**src/rtl/core/sdr_pkg.sv**
```systemverilog
`timescale 1ns / 1ps
`default_nettype none
package sdr_pkg;

  // Store geometry.
  localparam int unsigned BLOCK_BYTES  = 512;
  localparam int unsigned STORE_BLOCKS = 64;
  localparam int unsigned STORE_SIZE   = BLOCK_BYTES * STORE_BLOCKS;
  localparam int unsigned STORE_AW     = $clog2(STORE_SIZE);
  localparam int unsigned BUF_AW       = $clog2(BLOCK_BYTES);
  localparam int unsigned CNT_W        = $clog2(BLOCK_BYTES + 1);
  localparam int unsigned BLK_W        = (STORE_BLOCKS > 1) ? $clog2(STORE_BLOCKS) : 1;
  localparam int unsigned RP_W         = 32 + $clog2(BLOCK_BYTES) + 1;

  // Read sequencer phases.
  localparam logic [1:0] RD_STATUS = 2'd0;
  localparam logic [1:0] RD_DATA   = 2'd1;
  localparam logic [1:0] RD_CRC0   = 2'd2;
  localparam logic [1:0] RD_CRC1   = 2'd3;

  // Write sequencer phases.
  localparam logic [1:0] WR_TOKEN = 2'd0;
  localparam logic [1:0] WR_DATA  = 2'd1;
  localparam logic [1:0] WR_CRC0  = 2'd2;
  localparam logic [1:0] WR_CRC1  = 2'd3;

  // Command codes.
  localparam logic [5:0] CMD_GO_IDLE      = 6'd0;
  localparam logic [5:0] CMD_IF_CHECK     = 6'd8;
  localparam logic [5:0] CMD_CSD_GET      = 6'd9;
  localparam logic [5:0] CMD_CID_GET      = 6'd10;
  localparam logic [5:0] CMD_STOP         = 6'd12;
  localparam logic [5:0] CMD_BLEN_SET     = 6'd16;
  localparam logic [5:0] CMD_READ_SINGLE  = 6'd17;
  localparam logic [5:0] CMD_READ_MULTI   = 6'd18;
  localparam logic [5:0] CMD_WRITE_SINGLE = 6'd24;
  localparam logic [5:0] CMD_WRITE_MULTI  = 6'd25;
  localparam logic [5:0] CMD_APP_OP_COND  = 6'd41;
  localparam logic [5:0] CMD_APP_NEXT     = 6'd55;
  localparam logic [5:0] CMD_OCR_GET      = 6'd58;

  // Tokens and response codes.
  localparam logic [7:0]  TOKEN_START   = 8'hfe;
  localparam logic [7:0]  R1_IDLE       = 8'h01;
  localparam logic [7:0]  R1_ILLEGAL    = 8'h05;
  localparam logic [7:0]  DATA_ACCEPTED = 8'he5;
  localparam logic [63:0] READ_RESP     = 64'h0000_0000_0000_fe00;
  localparam logic [63:0] WRITE_DONE    = 64'h0100_0000_0000_00e5;
  localparam logic [7:0]  CMD_MASK      = 8'hc0;
  localparam logic [7:0]  CMD_PREFIX    = 8'h40;

  // Identification body of a present card.
  localparam logic [7:0] CID_B0 = 8'h70;
  localparam logic [7:0] CID_B1 = 8'h6c;
  localparam logic [7:0] CID_B2 = 8'h52;

  // CRC16 over one byte, polynomial 0x1021, MSB first.
  function automatic logic [15:0] crc16_byte(input logic [15:0] c, input logic [7:0] b);
    logic [15:0] r;
    logic [7:0]  d;
    r = c;
    d = b;
    for (int i = 0; i < 8; i++) begin
      r = {r[14:0], 1'b0} ^ ((r[15] ^ d[7]) ? 16'h1021 : 16'h0000);
      d = {d[6:0], 1'b0};
    end
    return r;
  endfunction

  // CRC7 of a 15-byte identification body, shifted into the top bits and
  // terminated with the end bit; evaluated only at elaboration.
  function automatic logic [7:0] crc7_ident(input logic present);
    logic [7:0] c;
    logic [7:0] d;
    c = 8'h00;
    for (int i = 0; i < 15; i++) begin
      d = 8'h00;
      if (present && i == 0) d = CID_B0;
      if (present && i == 1) d = CID_B1;
      if (present && i == 2) d = CID_B2;
      for (int k = 0; k < 8; k++) begin
        c = {c[6:0], 1'b0} ^ ((c[7] ^ d[7]) ? 8'h12 : 8'h00);
        d = {d[6:0], 1'b0};
      end
    end
    return c | 8'h01;
  endfunction

  localparam logic [7:0] CID_CRC   = crc7_ident(1'b1);
  localparam logic [7:0] EMPTY_CRC = crc7_ident(1'b0);

  // Byte of the CID/CSD register; past the CRC byte everything reads zero.
  function automatic logic [7:0] ident_byte(input logic cid_full, input logic [CNT_W-1:0] idx);
    logic [7:0] b;
    b = 8'h00;
    if (idx == CNT_W'(15)) begin
      b = cid_full ? CID_CRC : EMPTY_CRC;
    end else if (cid_full) begin
      if (idx == CNT_W'(0)) b = CID_B0;
      if (idx == CNT_W'(1)) b = CID_B1;
      if (idx == CNT_W'(2)) b = CID_B2;
    end
    return b;
  endfunction

  // Requests from the protocol engine to the store.
  typedef struct packed {
    logic                rd_en;
    logic [STORE_AW-1:0] rd_addr;
    logic                buf_we;
    logic [BUF_AW-1:0]   buf_addr;
    logic [7:0]          buf_data;
    logic                commit;
    logic [STORE_AW-1:0] commit_base;
  } store_req_t;

  // Store answers.
  typedef struct packed {
    logic [7:0] rdata;
    logic       busy;
  } store_rsp_t;

endpackage
`default_nettype wire

```
**src/rtl/core/sdr_if.sv**
```systemverilog
`timescale 1ns / 1ps
`default_nettype none
// Input channel: one SPI byte slot or a chip select event per item.
interface sdr_in_if;
  logic       valid;
  logic       ready;
  logic       mode;
  logic [7:0] mosi_byte;

  modport source (output valid, output mode, output mosi_byte, input ready);
  modport sink (input valid, input mode, input mosi_byte, output ready);
endinterface

// Output channel: the byte the card drives for the slot.
interface sdr_out_if;
  logic       valid;
  logic       ready;
  logic [7:0] miso_byte;
  logic       miso_driven;
  logic       crc_mismatch;

  modport source (output valid, output miso_byte, output miso_driven,
                  output crc_mismatch, input ready);
  modport sink (input valid, input miso_byte, input miso_driven,
                input crc_mismatch, output ready);
endinterface
`default_nettype wire

```
**src/rtl/core/sdr_ctrl.sv**
```systemverilog
`timescale 1ns / 1ps
`default_nettype none
module sdr_ctrl
  import sdr_pkg::*;
(
  input  wire            clk_i,
  input  wire            rst_ni,
  input  wire            card_present_i,
  sdr_in_if.sink         in_i,
  sdr_out_if.source      out_o,
  output store_req_t     store_req_o,
  input  store_rsp_t     store_rsp_i
);

  // Slot register and output register.
  logic       s1_q;
  logic       s1_mode_q;
  logic [7:0] s1_mosi_q;
  logic       ov_q;
  logic [7:0] o_miso_q;
  logic       o_drv_q;
  logic       o_mis_q;

  // Protocol state.
  logic [2:0]       cmd_cnt_q, cmd_cnt_d;
  logic [5:0]       cmd_code_q, cmd_code_d;
  logic [31:0]      cmd_addr_q, cmd_addr_d;
  logic             resp_pend_q, resp_pend_d;
  logic [63:0]      resp_bytes_q, resp_bytes_d;
  logic [3:0]       resp_len_q, resp_len_d;
  logic [3:0]       resp_idx_q, resp_idx_d;
  logic             rd_act_q, rd_act_d;
  logic [1:0]       rd_ph_q, rd_ph_d;
  logic [CNT_W-1:0] rd_cnt_q, rd_cnt_d;
  logic [15:0]      rd_crc_q, rd_crc_d;
  logic [RP_W-1:0]  rp_q, rp_d;
  logic             wr_act_q, wr_act_d;
  logic [1:0]       wr_ph_q, wr_ph_d;
  logic [CNT_W-1:0] wr_cnt_q, wr_cnt_d;
  logic [15:0]      wr_crc_q, wr_crc_d;
  logic [31:0]      wp_q, wp_d;

  logic       accept;
  logic       ex_go;
  logic [7:0] miso;
  logic       drv;
  logic       mis;
  logic       done;
  logic       buf_we;
  logic       commit;
  logic       ident_sel;
  logic       blk_read;

  assign in_i.ready = !s1_q && !store_rsp_i.busy;
  assign accept     = in_i.valid && in_i.ready;
  assign ex_go      = s1_q && (!ov_q || out_o.ready);

  assign ident_sel = (cmd_code_q == CMD_CID_GET) && card_present_i;
  assign blk_read  = card_present_i && (rp_q < RP_W'(STORE_SIZE));

  // Next state for one slot: drive phase first, then take phase.
  always_comb begin
    cmd_cnt_d    = cmd_cnt_q;
    cmd_code_d   = cmd_code_q;
    cmd_addr_d   = cmd_addr_q;
    resp_pend_d  = resp_pend_q;
    resp_bytes_d = resp_bytes_q;
    resp_len_d   = resp_len_q;
    resp_idx_d   = resp_idx_q;
    rd_act_d     = rd_act_q;
    rd_ph_d      = rd_ph_q;
    rd_cnt_d     = rd_cnt_q;
    rd_crc_d     = rd_crc_q;
    rp_d         = rp_q;
    wr_act_d     = wr_act_q;
    wr_ph_d      = wr_ph_q;
    wr_cnt_d     = wr_cnt_q;
    wr_crc_d     = wr_crc_q;
    wp_d         = wp_q;
    miso         = 8'hff;
    drv          = 1'b0;
    mis          = 1'b0;
    done         = 1'b0;
    buf_we       = 1'b0;
    commit       = 1'b0;

    if (s1_mode_q) begin
      // Chip select changed: drop command, response and read.
      cmd_cnt_d   = '0;
      resp_pend_d = 1'b0;
      rd_act_d    = 1'b0;
    end else begin
      // Queued response bytes go out first.
      if (resp_pend_q) begin
        if (resp_idx_q < resp_len_q && resp_idx_q < 4'd8) begin
          miso       = resp_bytes_q[{resp_idx_q[2:0], 3'b000} +: 8];
          resp_idx_d = resp_idx_q + 4'd1;
          drv        = 1'b1;
          done       = 1'b1;
        end else begin
          if (rd_act_q) begin
            rd_ph_d  = RD_DATA;
            rd_crc_d = 16'h0000;
          end
          resp_pend_d = 1'b0;
        end
      end

      // Read data sequencer.
      if (!done && rd_act_q) begin
        drv = 1'b1;
        unique case (rd_ph_d)
          RD_DATA: begin
            if (cmd_code_q == CMD_CSD_GET || cmd_code_q == CMD_CID_GET) begin
              miso     = ident_byte(ident_sel, rd_cnt_q);
              rd_crc_d = crc16_byte(rd_crc_d, miso);
              rd_cnt_d = rd_cnt_q + CNT_W'(1);
              if (rd_cnt_d >= CNT_W'(16)) rd_ph_d = RD_CRC0;
            end else if (cmd_code_q == CMD_READ_SINGLE || cmd_code_q == CMD_READ_MULTI) begin
              miso     = blk_read ? store_rsp_i.rdata : 8'hff;
              rp_d     = rp_q + RP_W'(1);
              rd_crc_d = crc16_byte(rd_crc_d, miso);
              rd_cnt_d = rd_cnt_q + CNT_W'(1);
              if (rd_cnt_d >= CNT_W'(BLOCK_BYTES)) rd_ph_d = RD_CRC0;
            end
          end
          RD_CRC0: begin
            miso    = rd_crc_q[15:8];
            rd_ph_d = RD_CRC1;
          end
          RD_CRC1: begin
            miso     = rd_crc_q[7:0];
            rd_cnt_d = '0;
            rd_crc_d = 16'h0000;
            rd_ph_d  = RD_DATA;
          end
          default: begin
            miso     = 8'hff;
            rd_act_d = 1'b0;
          end
        endcase
      end

      // Take phase: write sequencer or command parser.
      if (wr_act_q) begin
        unique case (wr_ph_q)
          WR_TOKEN: begin
            if (s1_mosi_q == TOKEN_START) begin
              wr_ph_d  = WR_DATA;
              wr_crc_d = 16'h0000;
            end
          end
          WR_DATA: begin
            buf_we   = 1'b1;
            wr_crc_d = crc16_byte(wr_crc_q, s1_mosi_q);
            wr_cnt_d = wr_cnt_q + CNT_W'(1);
            if (wr_cnt_d >= CNT_W'(BLOCK_BYTES)) wr_ph_d = WR_CRC0;
          end
          WR_CRC0: begin
            mis     = (s1_mosi_q != wr_crc_q[15:8]);
            wr_ph_d = WR_CRC1;
          end
          default: begin
            mis          = (s1_mosi_q != wr_crc_q[7:0]);
            wr_ph_d      = WR_TOKEN;
            resp_pend_d  = 1'b1;
            resp_idx_d   = 4'd0;
            resp_len_d   = 4'd8;
            resp_bytes_d = WRITE_DONE;
            wr_act_d     = 1'b0;
            commit       = card_present_i && (wp_q < 32'(STORE_BLOCKS));
          end
        endcase
      end else if (cmd_cnt_q == 3'd0) begin
        if ((s1_mosi_q & CMD_MASK) == CMD_PREFIX) begin
          cmd_code_d = s1_mosi_q[5:0];
          cmd_cnt_d  = 3'd1;
        end
      end else if (cmd_cnt_q >= 3'd5) begin
        cmd_cnt_d = 3'd0;
        unique case (cmd_code_q)
          CMD_GO_IDLE: begin
            resp_pend_d = 1'b1; resp_idx_d = 4'd0; resp_len_d = 4'd1;
            resp_bytes_d = 64'(R1_IDLE);
          end
          CMD_IF_CHECK, CMD_OCR_GET: begin
            resp_pend_d = 1'b1; resp_idx_d = 4'd0; resp_len_d = 4'd5;
            resp_bytes_d = 64'h0;
          end
          CMD_CSD_GET, CMD_CID_GET, CMD_READ_SINGLE, CMD_READ_MULTI: begin
            if (cmd_code_q == CMD_READ_SINGLE || cmd_code_q == CMD_READ_MULTI) begin
              rp_d = RP_W'(cmd_addr_q) * RP_W'(BLOCK_BYTES);
            end
            resp_pend_d = 1'b1; resp_idx_d = 4'd0; resp_len_d = 4'd2;
            resp_bytes_d = READ_RESP;
            rd_act_d = 1'b1; rd_ph_d = RD_STATUS; rd_cnt_d = '0;
          end
          CMD_STOP: begin
          end
          CMD_BLEN_SET, CMD_APP_OP_COND, CMD_APP_NEXT: begin
            resp_pend_d = 1'b1; resp_idx_d = 4'd0; resp_len_d = 4'd1;
            resp_bytes_d = 64'h0;
          end
          CMD_WRITE_SINGLE, CMD_WRITE_MULTI: begin
            wp_d = cmd_addr_q;
            resp_pend_d = 1'b1; resp_idx_d = 4'd0; resp_len_d = 4'd1;
            resp_bytes_d = 64'(TOKEN_START);
            wr_act_d = 1'b1; wr_ph_d = WR_TOKEN; wr_cnt_d = '0;
          end
          default: begin
            resp_pend_d = 1'b1; resp_idx_d = 4'd0; resp_len_d = 4'd1;
            resp_bytes_d = 64'(R1_ILLEGAL);
          end
        endcase
      end else begin
        cmd_addr_d = {cmd_addr_q[23:0], s1_mosi_q};
        cmd_cnt_d  = cmd_cnt_q + 3'd1;
      end
    end
  end

  // Store requests.
  assign store_req_o.rd_en       = accept;
  assign store_req_o.rd_addr     = rp_q[STORE_AW-1:0];
  assign store_req_o.buf_we      = ex_go && buf_we;
  assign store_req_o.buf_addr    = wr_cnt_q[BUF_AW-1:0];
  assign store_req_o.buf_data    = s1_mosi_q;
  assign store_req_o.commit      = ex_go && commit;
  assign store_req_o.commit_base = STORE_AW'(wp_q[BLK_W-1:0]) * STORE_AW'(BLOCK_BYTES);

  // Slot and output registers.
  always_ff @(posedge clk_i or negedge rst_ni) begin
    if (!rst_ni) begin
      s1_q <= 1'b0;
      ov_q <= 1'b0;
    end else begin
      if (accept) s1_q <= 1'b1;
      else if (ex_go) s1_q <= 1'b0;
      if (ex_go) ov_q <= 1'b1;
      else if (out_o.ready) ov_q <= 1'b0;
    end
  end

  always_ff @(posedge clk_i) begin
    if (accept) begin
      s1_mode_q <= in_i.mode;
      s1_mosi_q <= in_i.mosi_byte;
    end
    if (ex_go) begin
      o_miso_q <= miso;
      o_drv_q  <= drv;
      o_mis_q  <= mis;
    end
  end

  // Protocol state update once per slot.
  always_ff @(posedge clk_i or negedge rst_ni) begin
    if (!rst_ni) begin
      cmd_cnt_q    <= '0;
      cmd_code_q   <= '0;
      cmd_addr_q   <= '0;
      resp_pend_q  <= 1'b0;
      resp_bytes_q <= '0;
      resp_len_q   <= '0;
      resp_idx_q   <= '0;
      rd_act_q     <= 1'b0;
      rd_ph_q      <= RD_STATUS;
      rd_cnt_q     <= '0;
      rd_crc_q     <= '0;
      rp_q         <= '0;
      wr_act_q     <= 1'b0;
      wr_ph_q      <= WR_TOKEN;
      wr_cnt_q     <= '0;
      wr_crc_q     <= '0;
      wp_q         <= '0;
    end else if (ex_go) begin
      cmd_cnt_q    <= cmd_cnt_d;
      cmd_code_q   <= cmd_code_d;
      cmd_addr_q   <= cmd_addr_d;
      resp_pend_q  <= resp_pend_d;
      resp_bytes_q <= resp_bytes_d;
      resp_len_q   <= resp_len_d;
      resp_idx_q   <= resp_idx_d;
      rd_act_q     <= rd_act_d;
      rd_ph_q      <= rd_ph_d;
      rd_cnt_q     <= rd_cnt_d;
      rd_crc_q     <= rd_crc_d;
      rp_q         <= rp_d;
      wr_act_q     <= wr_act_d;
      wr_ph_q      <= wr_ph_d;
      wr_cnt_q     <= wr_cnt_d;
      wr_crc_q     <= wr_crc_d;
      wp_q         <= wp_d;
    end
  end

  assign out_o.valid        = ov_q;
  assign out_o.miso_byte    = o_miso_q;
  assign out_o.miso_driven  = o_drv_q;
  assign out_o.crc_mismatch = o_mis_q;

endmodule
`default_nettype wire

```
**src/flat_wrapper.sv**
```systemverilog
// flat-port wrapper written by rule: the top's interface ports become plain ports
module sdr_ctrl_flat import sdr_pkg::*;
  (clk_i, rst_ni, card_present_i, store_req_o, store_rsp_i, in_i_valid, in_i_mode, in_i_mosi_byte, in_i_ready, out_o_valid, out_o_miso_byte, out_o_miso_driven, out_o_crc_mismatch, out_o_ready);
  sdr_in_if in_i_i ();
  sdr_out_if out_o_i ();
  input  wire clk_i;
  input  wire rst_ni;
  input  wire card_present_i;
  output store_req_t store_req_o;
  input  store_rsp_t store_rsp_i;
  input wire logic [$bits(in_i_i.valid)-1:0] in_i_valid;
  input wire logic [$bits(in_i_i.mode)-1:0] in_i_mode;
  input wire logic [$bits(in_i_i.mosi_byte)-1:0] in_i_mosi_byte;
  output wire logic [$bits(in_i_i.ready)-1:0] in_i_ready;
  output wire logic [$bits(out_o_i.valid)-1:0] out_o_valid;
  output wire logic [$bits(out_o_i.miso_byte)-1:0] out_o_miso_byte;
  output wire logic [$bits(out_o_i.miso_driven)-1:0] out_o_miso_driven;
  output wire logic [$bits(out_o_i.crc_mismatch)-1:0] out_o_crc_mismatch;
  input wire logic [$bits(out_o_i.ready)-1:0] out_o_ready;
  assign in_i_i.valid = in_i_valid;
  assign in_i_i.mode = in_i_mode;
  assign in_i_i.mosi_byte = in_i_mosi_byte;
  assign in_i_ready = in_i_i.ready;
  assign out_o_valid = out_o_i.valid;
  assign out_o_miso_byte = out_o_i.miso_byte;
  assign out_o_miso_driven = out_o_i.miso_driven;
  assign out_o_crc_mismatch = out_o_i.crc_mismatch;
  assign out_o_i.ready = out_o_ready;
  sdr_ctrl u_core (.clk_i(clk_i), .rst_ni(rst_ni), .card_present_i(card_present_i), .in_i(in_i_i), .out_o(out_o_i), .store_req_o(store_req_o), .store_rsp_i(store_rsp_i));
endmodule
```
**config.mk**
```make
export PLATFORM = sky130hd
export DESIGN_NAME = sdr_ctrl_flat
export DESIGN_NICKNAME = d
export VERILOG_FILES = /design/src/rtl/core/sdr_pkg.sv /design/src/rtl/core/sdr_if.sv /design/src/rtl/core/sdr_ctrl.sv /design/src/flat_wrapper.sv
export SDC_FILE = /design/constraint.sdc
export NUM_CORES = 1
export LEC_CHECK = 0
export ABC_CLOCK_PERIOD_IN_PS = 3000
export BUFFER_PORTS_ARGS = -buffer_cell sky130_fd_sc_hd__buf_2
export CORE_UTILIZATION = 41
export CTS_CLUSTER_DIAMETER = 40
export DETAILED_ROUTE_END_ITERATION = 8
export GPL_ROUTABILITY_DRIVEN = 1
export PLACE_DENSITY_LB_ADDON = 0.12
export SETUP_SLACK_MARGIN = 0.02
export SYNTH_ARGS = -nofsm -noshare
export SYNTH_HDL_FRONTEND = slang
export SYNTH_SLANG_ARGS = --single-unit
```
**constraint.sdc**
```tcl
create_clock -name clk_i -period 3 [get_ports clk_i]
set_input_delay 0.15 -clock clk_i [delete_from_list [all_inputs] [get_ports clk_i]]
set_output_delay 0.15 -clock clk_i [all_outputs]
set_load 0.02 [all_outputs]
```
# After elaboration in Yosys (flattened, before gate mapping)
# Index checks and enable logic that the tools add are counted.
# totals
input_bits	23
out_inout_bits	62
word_cells	315
ff_bits	267
# op_classes
n_addsub	5
bitwise_logic	52
reduce_logical	43
n_lt_le_gt_ge	8
n_shift	1
eq_ne	33
n_mux	149
# ops
operator	n
XOR 16 bit	24
2-to-1 mux 42 bit	9
one-hot mux 64 bit (5 select lines)	1
2-to-1 mux 13 bit	24
2-to-1 mux 64 bit	4
2-to-1 mux 16 bit	8
2-to-1 mux 10 bit	12
2-to-1 mux 8 bit	12
one-hot mux 16 bit (2 select lines)	2
indexed part select 64 x 7 -> 8 bit	1
2-to-1 mux 4 bit	12
adder 42 x 1 -> 42 bit, second input constant	1
< comparator 42 x 16 -> 1 bit, second input constant	1
2-to-1 mux 2 bit	19
< comparator 32 x 7 -> 1 bit, second input constant	1
2-to-1 mux 1 bit	32
equality test 6 x 5 -> 1 bit, second input constant	5
equality test 6 x 4 -> 1 bit, second input constant	4
one-hot mux 8 bit (3 select lines)	1
XOR 1 bit	24
2-to-1 mux 7 bit	3
adder 10 x 1 -> 10 bit, second input constant	2
>= comparator 10 bit, second input constant	2
one-hot mux 10 bit (2 select lines)	1
40 further kinds	86

# Depth between registers and ports, before layout
# logic_depth
depth_word	37
ltp_mapped	10
ltp_nobuf	8

# Worst setup path after synthesis
# Ideal clock, no wire load.
# synth_path
path_type	register to register
start	register u_core.resp_idx_q[1]
end	register u_core.o_miso_q[5] (netlist: u_core.out_o.miso_byte[5]), data pin
stages_incl_launch_ff	9
synth_period_minus_slack_ns	2.611
slack_ns	0.389
setup_ns	0.261
required_time_ns	2.739
path_buffers	1
t_arrival_ns	2.351
cell_sequence	dfrtp_1 ha_1 or3b_1 a211oi_2 clkbuf_1 a31oi_1 o31a_1 o21ai_0 a21oi_1
# synth_between
elab_chain_cells	8
elab_cells_between_ends	21
classes_between	2 x order compare; 3 x eq/ne; 1 x shift; 12 x mux; 3 x reduce/logical
# synth_lines
item	line_no	text
start, declared	sdr_ctrl.sv:31	logic [3:0] resp_idx_q, resp_idx_d;
start signal, assigned	sdr_ctrl.sv:283	resp_idx_q <= resp_idx_d;
branches (longest 7 deep; another with indexed part select 64 x 7 -> 8 bit)	-	
2-to-1 mux 8 bit (*)	sdr_ctrl.sv:110	if (!done && rd_act_q) begin
end signal, assigned	sdr_ctrl.sv:250	o_miso_q <= miso;
end, declared	sdr_ctrl.sv:20	logic [7:0] o_miso_q;
# Mark *: on every way between the ends. The select of a mux whose other input is x is not followed.
# A chain may end at the register's enable or synchronous reset.

# Final worst setup path
# layout_path
start	register u_core.resp_idx_q[3]
end	register u_core.rp_q[28]
# layout_between
elab_chain_cells	13
elab_cells_between_ends	19
classes_between	2 x order compare; 1 x eq/ne; 13 x mux; 3 x reduce/logical
# layout_lines
item	line_no	text
< comparator 4 bit	sdr_ctrl.sv:95	if (resp_idx_q < resp_len_q && resp_idx_q < 4'd8) begin
logical AND 1 bit (*)	sdr_ctrl.sv:95	
2-to-1 mux 2 bit / 2-to-1 mux 1 bit (equally long branches)	sdr_ctrl.sv:95	
2-to-1 mux 2 bit / 2-to-1 mux 1 bit (equally long branches)	sdr_ctrl.sv:94	if (resp_pend_q) begin
2-to-1 mux 2 bit / 2-to-1 mux 1 bit (equally long branches)	sdr_ctrl.sv:87	if (s1_mode_q) begin
equality test 2 x 1 -> 1 bit / zero test 1 bit (equally long branches)	sdr_ctrl.sv:112, sdr_ctrl.sv:110	
2-to-1 mux 42 bit / logical AND 1 bit (equally long branches)	sdr_ctrl.sv:112, sdr_ctrl.sv:110	
2-to-1 mux 42 bit (*)	sdr_ctrl.sv:110	
2-to-1 mux 42 bit	sdr_ctrl.sv:191	if (cmd_code_q == CMD_READ_SINGLE || cmd_code_q == CMD_READ_MULTI) begin
2-to-1 mux 42 bit	sdr_ctrl.sv:181	unique case (cmd_code_q)
2-to-1 mux 42 bit	sdr_ctrl.sv:179	end else if (cmd_cnt_q >= 3'd5) begin
2-to-1 mux 42 bit	sdr_ctrl.sv:174	end else if (cmd_cnt_q == 3'd0) begin
2-to-1 mux 42 bit (*)	sdr_ctrl.sv:145	if (wr_act_q) begin
end signal, assigned	sdr_ctrl.sv:288	rp_q <= rp_d;
end, declared	sdr_ctrl.sv:36	logic [RP_W-1:0] rp_q, rp_d;
# Every way passes the cells marked *; elsewhere a longest branch is shown, timed or not. The select of a mux whose other input is x is not followed.

==> reports/metrics.cfg <==
[run_status]
status = complete, no violations

[timing]
maxSlewViolCount = 0
max_freq_mhz = 367
setup_violations = 0
hold_violations = 0
relSlewSlack = 0.273
clock-skew-final_ns = 0.0275
rsz0062_at_grt = no
period_share = 0.908
tightest_slew_ns = 1.08
min_period_ns = 2.72
fin_setup_tns_ns = 0
setup_ws_ns = 0.276

[critical_path]
max_stage_delay_ns = 0.69
critical_path_buf_inv_count = 0
path_cells = ha_1, o211ai_1, o211ai_1, nand3_1, or4b_2, o21ai_0, a21oi_1
cpMostUsedCell = o211ai_1
r2r-start = u_core.resp_idx_q[3]
cp_max_fo = 7
critPathKind = reg2reg
cp_data_required_time_ns = 3.40
critical_path_depth = 7
arrival_ns = 3.12
critPathLaunch = u_core.resp_idx_q[3]
regToRegEndpoint = u_core.rp_q[28]
r2r_slack_ns = 0.28
r2r_cells = 7
critPathTopFamily = simple AND/OR/NAND/NOR gates
setup.worst_path.start_class = flip-flop
setup.worst_path.end = u_core.rp_q[28]
end_kind = flip-flop
critPathSlowestCell = or4b_2

[cells_and_area]
insertedDiodeCount = 0
layout_common_cells = nand2_1, dfrtp_1, o21ai_0, a21oi_1, buf_2
area_growth_pct = 19.5
fin_nets = 1498
fin_util = 0.499
ff_latch_area_mm2 = 0.00530
multiInputGateArea_mm2 = 0.00641
fillers = 2808
layout-drive-gt1-share = 0.192
final_common_cell = nand2_1

[drt]
post_drt_via_cell_ratio = 5.76
num_vias = 10800
routed_wl_um = 37100
wl_per_cell_um = 19.7
drt_iter0_drc = 878
drt-pass1-iter-count = 5
drc = 0
ant_nets = 0

[die]
die_y_um = 176
io_pins = 85
core.rowCount = 63
core_region_area_mm2 = 0.0296
dieArea_mm2 = 0.0309
start_util = 0.418
dieWidth_um = 176

[logic_synthesis]
avgSynthCellArea_um2 = 9.04
yosys.area_share.simple = 0.202
synthArstFlopShare = 0.909
ys_types = 80
syn-instance-count = 1369
synth_edf_count = 19
yosysSeqAreaShare = 0.428
netlist_area_mm2 = 0.0124
synth_fa_ha_area_frac = 0.0182
synth_top_family_by_area = simple AND/OR/NAND/NOR gates
synth.ff_latch_count = 208
synth_ff_type = dfrtp_1
synth-compound-area-share = 0.179
synth.area.mux_share = 0.0404
synth_xor_area_frac = 0.0733
ys_warn_count = 0

[placement]
hpwl_um = 25700
pre_cts_ws_ns = 0.0938
gp_congestion = 0.888
numPortBuffers = 75

[clocking]
ctsLongestPathBuffers = 3
postCtsSetupBuffers = 0
tritoncts = done
cts-htree-levels = 2
cts-root-buf = clkbuf_16
clkSinkCount = 208
clk_pin_slew_ns = 0.05
clk_latency_ns = 0.53
numCtsBuffers = 41

[grt]
grt_max_degree = 71
grt_pass1_vias = 10300
gr-usage-all-layers = 0.241
grt_overflow = 0
antenna_found_initial = 0
grt_pass1_wl_um = 58700

[pwr]
power_mw = 9.43
power_density_mw_per_mm2 = 638
peakVddDrop_uv = 501
leakage_nw = 6.37

[worst_hold_path]
hp-class = in2reg
min_delay_path_depth = 4

[flow_run]
cap_viol_max_count = 0

==> worst min-delay path by stage <==
stage / end / from / slack, ns
2_1_floorplan: u_core.cmd_addr_q[0] / rst_ni / -0.15
4_1_cts: u_core.out_o.miso_byte[0] / store_rsp_i[1] / 0.17
3_5_place_dp: u_core.rd_ph_q[0] / rst_ni / 0.23
5_1_grt: u_core.out_o.miso_byte[0] / store_rsp_i[1] / 0.22
3_3_place_gp: u_core.rd_ph_q[0] / rst_ni / 0.23
6_report: u_core.out_o.miso_byte[0] / store_rsp_i[1] / 0.19
==> report_power, final <==
group / switching [mW] / internal [mW]
registers: 0.341 / 3.09
logic: 0.734 / 0.536
clock network: 1.66 / 3.07
==> logic make-up (layout without fill, tap and decap cells) <==
family	count (synthesis)	after routing
muxes	45	45
adders and majority gates	18	18
xor gates and xnor gates	94	94
DFF	208	208
other	1	9
buffers and inverters	149	262
and+or+nand+nor	501	501
AOI/OAI and AO/OA	353	353
==> cells in the mapped netlist, drive strengths merged, types with 14 or more instances <==
| master | count | area, um^2 |
|---|---|---|
| nand2 | 214 | 803 |
| nand4 | 31 | 200 |
| nor4 | 38 | 305 |
| nor3 | 24 | 130 |
| a21oi | 89 | 445 |
| mux2 | 40 | 450 |
| clkbuf | 71 | 267 |
| a31oi | 22 | 138 |
| ha | 18 | 225 |
| o21ai | 105 | 526 |
| inv | 34 | 130 |
| or3 | 14 | 87.6 |
| buf | 44 | 323 |
| nand3 | 38 | 190 |
| nor2 | 73 | 282 |
| a2bb2oi | 14 | 123 |
| o22ai | 23 | 144 |
| xor2 | 27 | 236 |
| and3 | 14 | 87.6 |
| xnor2 | 61 | 534 |
| edfxtp | 19 | 571 |
| dfrtp | 189 | 4730 |
==> flip-flops by register name, indices dropped and copies added (netlist names), 5 cells and up <==
signal                  cells
u_core.rd_crc_q            16
u_core.s1_mosi_q            8
u_core.cmd_code_q           6
u_core.wr_cnt_q            10
u_core.wp_q                32
u_core.wr_crc_q            16
u_core.cmd_addr_q          32
u_core.rd_cnt_q            10
u_core.out_o.miso_byte      8
u_core.rp_q                42
u_core.resp_bytes_q         5
==> timing repair <==
item,4_1_cts,5_1_grt
endpoints found under the hold margin,76,0
hold buffers,11,0
endpoints found under the setup margin,0,26
gates resized for setup,0,3
==> worst register-to-register path: stages, from the launching register on <==
cell and delay [ns]:
dfrtp_1 0.40, ha_1 0.36, o211ai_1 0.14, o211ai_1 0.44, nand3_1 0.38, or4b_2 0.69, o21ai_0 0.10, a21oi_1 0.09
==> routing by layer <==
| metal | track usage | vias up | wire, um |
|---|---|---|---|
| met1 | 0.351 | 5313 | 17700 |
| met2 | 0.369 | 329 | 16600 |
| met5 | 0 | - | 0 |
| met4 | 0.0804 | 0 | 1020 |
| met3 | 0.0320 | 74 | 1780 |
| li1 | - | 5121 | - |
==> through the flow <==
step | cell area, um^2 | hold WS (ns) | cells
global route | 14800 | 0.220 | 1880
global placement | 13200 | 0.228 | 1793
CTS | 14800 | 0.166 | 1880
detailed placement | 13200 | 0.228 | 1793
floorplan | 12400 | -0.146 | 1377
finish | 14800 | 0.192 | 1880
==> layout make-up <==
type | instances | share of cell area
Clock buffer | 47 | 0.0729
Clock inverter | 29 | 0.0242
Inverter | 34 | 0.00880
Multi-Input combinational cell | 1020 | 0.433
Sequential cell | 208 | 0.358
Tap cell | 390 | 0.0330
Timing Repair Buffer | 152 | 0.0695
No activity file was read; power rests on OpenSTA's default activity.
